**src/sv/smd_pkg.sv**
```systemverilog
// shared constants for the descending merge unit
`timescale 1ns / 1ps

package smd_pkg;

    localparam int LIST_DEPTH_DEFAULT = 32;

    localparam int VALUE_W  = 32;
    localparam int REMAIN_W = 7;

    // command codes carried in s_axis_tuser
    localparam logic [1:0] FUNC_APPEND_A = 2'd0;
    localparam logic [1:0] FUNC_APPEND_B = 2'd1;
    localparam logic [1:0] FUNC_MERGE    = 2'd2;
    localparam logic [1:0] FUNC_TAKE     = 2'd3;

    // status codes carried in m_axis_tuser
    localparam logic [1:0] STATUS_OK         = 2'd0;
    localparam logic [1:0] STATUS_LIST_FULL  = 2'd1;
    localparam logic [1:0] STATUS_TAKE_EMPTY = 2'd2;

endpackage

```
**src/sv/smd_ram.sv**
```systemverilog
// simple dual-port synchronous ram, one write and one registered read port
`timescale 1ns / 1ps

module smd_ram #(
    parameter int DEPTH = smd_pkg::LIST_DEPTH_DEFAULT,
    parameter int WIDTH = smd_pkg::VALUE_W,
    localparam int AW   = (DEPTH > 1) ? $clog2(DEPTH) : 1
) (
    input  logic             aclk,
    input  logic             we,
    input  logic [AW-1:0]    waddr,
    input  logic [WIDTH-1:0] wdata,
    input  logic [AW-1:0]    raddr,
    output logic [WIDTH-1:0] rdata
);

    logic [WIDTH-1:0] mem [DEPTH];
    logic [WIDTH-1:0] rdata_reg;

    always_ff @(posedge aclk) begin
        if (we) begin
            mem[waddr] <= wdata;
        end
        rdata_reg <= mem[raddr];
    end

    assign rdata = rdata_reg;

endmodule

```
**config.mk**
```make
export PLATFORM = sky130hd
export DESIGN_NAME = smd_ram
export DESIGN_NICKNAME = d
export VERILOG_FILES = /design/src/sv/smd_pkg.sv /design/src/sv/smd_ram.sv
export SDC_FILE = /design/constraint.sdc
export NUM_CORES = 1
export LEC_CHECK = 0
export BUFFER_PORTS_ARGS = -buffer_cell sky130_fd_sc_hd__buf_2
export CELL_PAD_IN_SITES_DETAIL_PLACEMENT = 2
export CELL_PAD_IN_SITES_GLOBAL_PLACEMENT = 2
export CORE_UTILIZATION = 41
export CTS_BUF_LIST = sky130_fd_sc_hd__clkbuf_8
export CTS_CLUSTER_SIZE = 40
export DETAILED_ROUTE_END_ITERATION = 10
export PLACE_DENSITY_LB_ADDON = 0.1
export SYNTH_ARGS = -nofsm -noshare
export SYNTH_HDL_FRONTEND = slang
export SYNTH_SLANG_ARGS = --single-unit
```
**constraint.sdc**
```tcl
create_clock -name aclk -period 3.65 [get_ports aclk]
set_input_delay 0.1825 -clock aclk [delete_from_list [all_inputs] [get_ports aclk]]
set_output_delay 0.1825 -clock aclk [all_outputs]
set_load 0.1 [all_outputs]
```
# == Word level (Yosys, flattened, before mapping) ==
# Memory sizes are Yosys's and may differ from the RTL's. A register that Yosys moved wholly into a read port is not among the register bits.
# Index checks and enable logic that the tools add are counted.
# op_classes
muxes,2
# ops
operator,count
two-way mux 1 bit,2
# totals
regBits,0
ramBits,1024
elab_cells,3
mem_count,1
# memory_table
memory,words,width,rd,rd_ports_with_merged_regs,wr,line_no,rtl
mem,32,32,1,1,1,smd_ram.sv:17,logic [WIDTH-1:0] mem [DEPTH];

# == Longest topological paths before layout ==
# depth
word_depth,2
depth_mapped,8
depth_no_buf,5

# == Least setup slack after synthesis ==
# Ideal clock, no wire load.
# synth_path
path_kind,input -> register
start,input waddr[1]
end,"memory mem[12][0] (netlist bit), enable pin"
setup_ns,0.421
arrival_ns,2.195
required_time_ns,3.229
setup_slack_ns,1.033
cell_stages,3
path_buffers,1
cell_sequence,or3b_2 > clkbuf_1 > nor2_1
# synth_lines
element,line_no,rtl
"start, declared",smd_ram.sv:11,"input logic [AW-1:0] waddr,"
"end, declared",smd_ram.sv:17,
# Straight into the memory's write port.

==> flow_metrics.env <==
export IMPL_final_hold_violation_count=0
export IMPL_vias=22173
export IMPL_yosysTopAreaCellShare_pct=76.0
export IMPL_worstSetupPathType="primary input to flip-flop"
export IMPL_coreArea_sq_mm=0.0973
export IMPL_synth_sequential_area_ratio_pct=77.5
export IMPL_fin_crit_ns=2.25
export IMPL_rr_endpoint="rdata[7]$_DFF_P_"
export IMPL_start_util_pct=41.6
export IMPL_end_kind="flip-flop"
export IMPL_rsz0062_at_grt="no"
export IMPL_overflow=0
export IMPL_drc=0
export IMPL_synth_edff_count=1024
export IMPL_rows=114
export IMPL_cts_buffer_depth=3
export IMPL_hpwlAfterDp_microns=69700
export IMPL_cp_start_kind="primary input"
export IMPL_wl_per_cell_microns=30.9
export IMPL_antenna_left=0
export IMPL_root_buffer="clkbuf_8"
export IMPL_cap_violations=0
export IMPL_dieHeight_microns=316
export IMPL_grt_pass1_vias=24344
export IMPL_die_x_microns=316
export IMPL_crit_slowest_cell="nor2b_4"
export IMPL_place_congestion=0.792
export IMPL_async_flop_share_pct=0
export IMPL_ys_ff_latch=1056
export IMPL_finalSetupTns_ns=0
export IMPL_min_path_cells=5
export IMPL_viasPerCell=5.63
export IMPL_fin_worst_skew_ns=0.0290
export IMPL_crit_chain="dlygate4sd3_1, buf_2, nor2b_4, buf_12, buf_4, a22o_1, nor3_1, a31oi_1, nand3_1"
export IMPL_numCtsBuffers=176
export IMPL_htreeDepth=4
export IMPL_grt_use_met3_pct=3.67
export IMPL_hold_end="rdata[16]$_DFF_P_"
export IMPL_rr_startpoint="mem[1][7]$_DFFE_PP_"
export IMPL_r2r_setup_slack_ns=1.75
export IMPL_max_stage_delay_ns=0.57
export IMPL_hp_start="raddr[0]"
export IMPL_reg2regPathDepth=5
export IMPL_period_share_pct=61.8
export IMPL_yosysMostFrequentCell="edfxtp_1"
export IMPL_final_nets=2555
export IMPL_synthFlopType="edfxtp_1"
export IMPL_ir_drop_v=0.000355
export IMPL_worstMarginPinSlew_ns=0.958
export IMPL_status="completed"
export IMPL_clkTransAtPathRegs_ns=0.06
export IMPL_first_iter_violations=1608
export IMPL_grt_max_degree=81
export IMPL_layout_drive_gt1_share_pct=16.1
export IMPL_cts_tree="built"
export IMPL_synth_cell_types=25
export IMPL_syn_cell_area_sq_mm=0.0405
export IMPL_cp_required_ns=4.32
export IMPL_firstDrtPassIters=5
export IMPL_track_usage_pct=24.7
export IMPL_io_buffers=75
export IMPL_fmax_mhz=444
export IMPL_antenna_found_initial=7
export IMPL_drt_wl_total_microns=122000
export IMPL_arrival_ns=2.92
export IMPL_cts_hold_buf=34
export IMPL_synth_nets=2304
export IMPL_synth_area_per_cell_sq_um=17.9
export IMPL_synth_common_cells="edfxtp_1 (1024), mux2i_1 (512), nand2_1 (98), nand3_1 (98)"
export IMPL_hp_class="primary input to flip-flop"
export IMPL_die_area_sq_mm=0.100
export IMPL_yosysTopAreaCell="edfxtp_1"
export IMPL_clock_sinks=1056
export IMPL_power_density_mw_per_mm2=540
export IMPL_io_pins=76
export IMPL_clk_latency_ns=0.86
export IMPL_cts_resized_gates=0
export IMPL_slew_headroom_pct=35.9
export IMPL_syn_instance_count=2260
export IMPL_grt_busiest_layer="met2"
export IMPL_gr_usage_met1_pct=32.7
export IMPL_yosys_warnings=0
export IMPL_grt_pass1_wl_microns=175000
export IMPL_final_core_util_pct=47.9
export IMPL_synthTopCellsByArea="edfxtp_1 (76%), mux2i_1 (13%), a22oi_1 (1.8%)"
export IMPL_slew_viol_final=0
export IMPL_syn_to_final_growth_pct=15.2
export IMPL_setup_violations_final=0
export IMPL_largest_reg_flops=1024
export IMPL_post_cts_buffers=0
export IMPL_grtUsageMet2_pct=42.0
export IMPL_cp_max_fo=30
export IMPL_leakage_nw=16.5
-- stage by stage --
stage	setup slack [ns]	hold slack, ns	std cells	total power, mW	instance area [sq um]
6_report	1.40	0.0969	3935	25.2	46600
5_1_grt	1.30	0.111	3935	26.0	46600
4_1_cts	1.45	0.0355	3933	25.5	46600
3_5_place_dp	1.04	0.620	3575	15.6	43000
3_3_place_gp	1.03	0.591	3575	15.5	43000
2_1_floorplan	1.03	0.281	2260	14.8	40500
-- worst max-delay path: cells and delay by family --
kind	cells	cell delay, ns
AO/OA/AOI/OAI	2	0.56
AND/OR/NAND/NOR	3	0.91
buffers and inverters	4	1.23
-- placed cells by master, fill, tap and decap left out --
| cell type | synthesis | final |
|---|---|---|
| edfxtp_1 | 1024 | 1024 |
| mux2i_1 | 512 | 512 |
| clkbuf_8 | 0 | 194 |
| nand3_1 | 98 | 98 |
| nand2_1 | 98 | 97 |
| a22oi_1 | 96 | 96 |
| a21oi_1 | 96 | 96 |
| buf_2 | 26 | 74 |
| inv_1 | 0 | 66 |
| a22o_1 | 64 | 64 |
| buf_4 | 33 | 64 |
| clkinv_1 | 0 | 38 |
| dlygate4sd3_1 | 0 | 34 |
| nor2_4 | 0 | 33 |
| nor3_1 | 32 | 32 |
| a31oi_1 | 32 | 32 |
| dfxtp_1 | 32 | 32 |
| buf_12 | 0 | 27 |
| clkinv_2 | 0 | 20 |
| nand3b_1 | 5 | 5 |
| or3b_2 | 3 | 3 |
| inv_6 | 0 | 3 |
| bufinv_16 | 0 | 3 |
| diode_2 | 0 | 2 |
| nand2b_2 | 0 | 2 |
| nor2_1 | 34 | 1 |
| or3_1 | 1 | 1 |
| and2b_4 | 0 | 1 |
| nor2b_4 | 0 | 1 |
| and2_4 | 0 | 1 |
| or2_2 | 1 | 1 |
| nand2_2 | 0 | 1 |
| buf_8 | 0 | 1 |
-- metal layers --
layer / share of wire [%] / routed length [microns]
met5: 0 / 0
met4: 2.1 / 2550
met3: 3.9 / 4690
met2: 50 / 61300
met1: 44 / 53100
-- logic make-up after synthesis --
| group | Yosys count | synth area share [%] |
|---|---|---|
| mux | 512 | 12.7 |
| compound gates | 288 | 4.85 |
| flops | 1056 | 77.5 |
| buf+inv | 127 | 1.86 |
| simple gates | 277 | 3.10 |
-- final cells by class --
| type | instances | area [sq um] |
|---|---|---|
| antenna | 2 | 5.00 |
| clock buffer | 194 | 2670 |
| clock inverter | 130 | 607 |
| fill | 8839 | 50700 |
| multi-input combinational | 1077 | 8610 |
| sequential | 1056 | 31400 |
| tap | 1276 | 1600 |
| timing repair buffer | 200 | 1750 |
-- report_power, final --
| group | leakage (nW) | switching, mW | total [mW] | internal [mW] |
|---|---|---|---|---|
| clock | 1.94 | 4.78 | 9.85 | 5.08 |
| combinational | 5.09 | 1.31 | 1.77 | 0.455 |
| sequential | 9.49 | 0.0816 | 13.6 | 13.5 |
-- worst max-delay path by stage --
| stage | endpoint | slack, ns | from |
|---|---|---|---|
| 2_1_floorplan | mem[12][0]$_DFFE_PP_ | 1.03 | waddr[1] |
| 3_3_place_gp | rdata[11]$_DFF_P_ | 1.03 | raddr[2] |
| 3_5_place_dp | rdata[11]$_DFF_P_ | 1.04 | raddr[2] |
| 4_1_cts | rdata[11]$_DFF_P_ | 1.45 | raddr[2] |
| 5_1_grt | rdata[11]$_DFF_P_ | 1.30 | raddr[2] |
| 6_report | rdata[11]$_DFF_P_ | 1.40 | raddr[2] |
No activity file was read; power rests on OpenSTA's default activity.
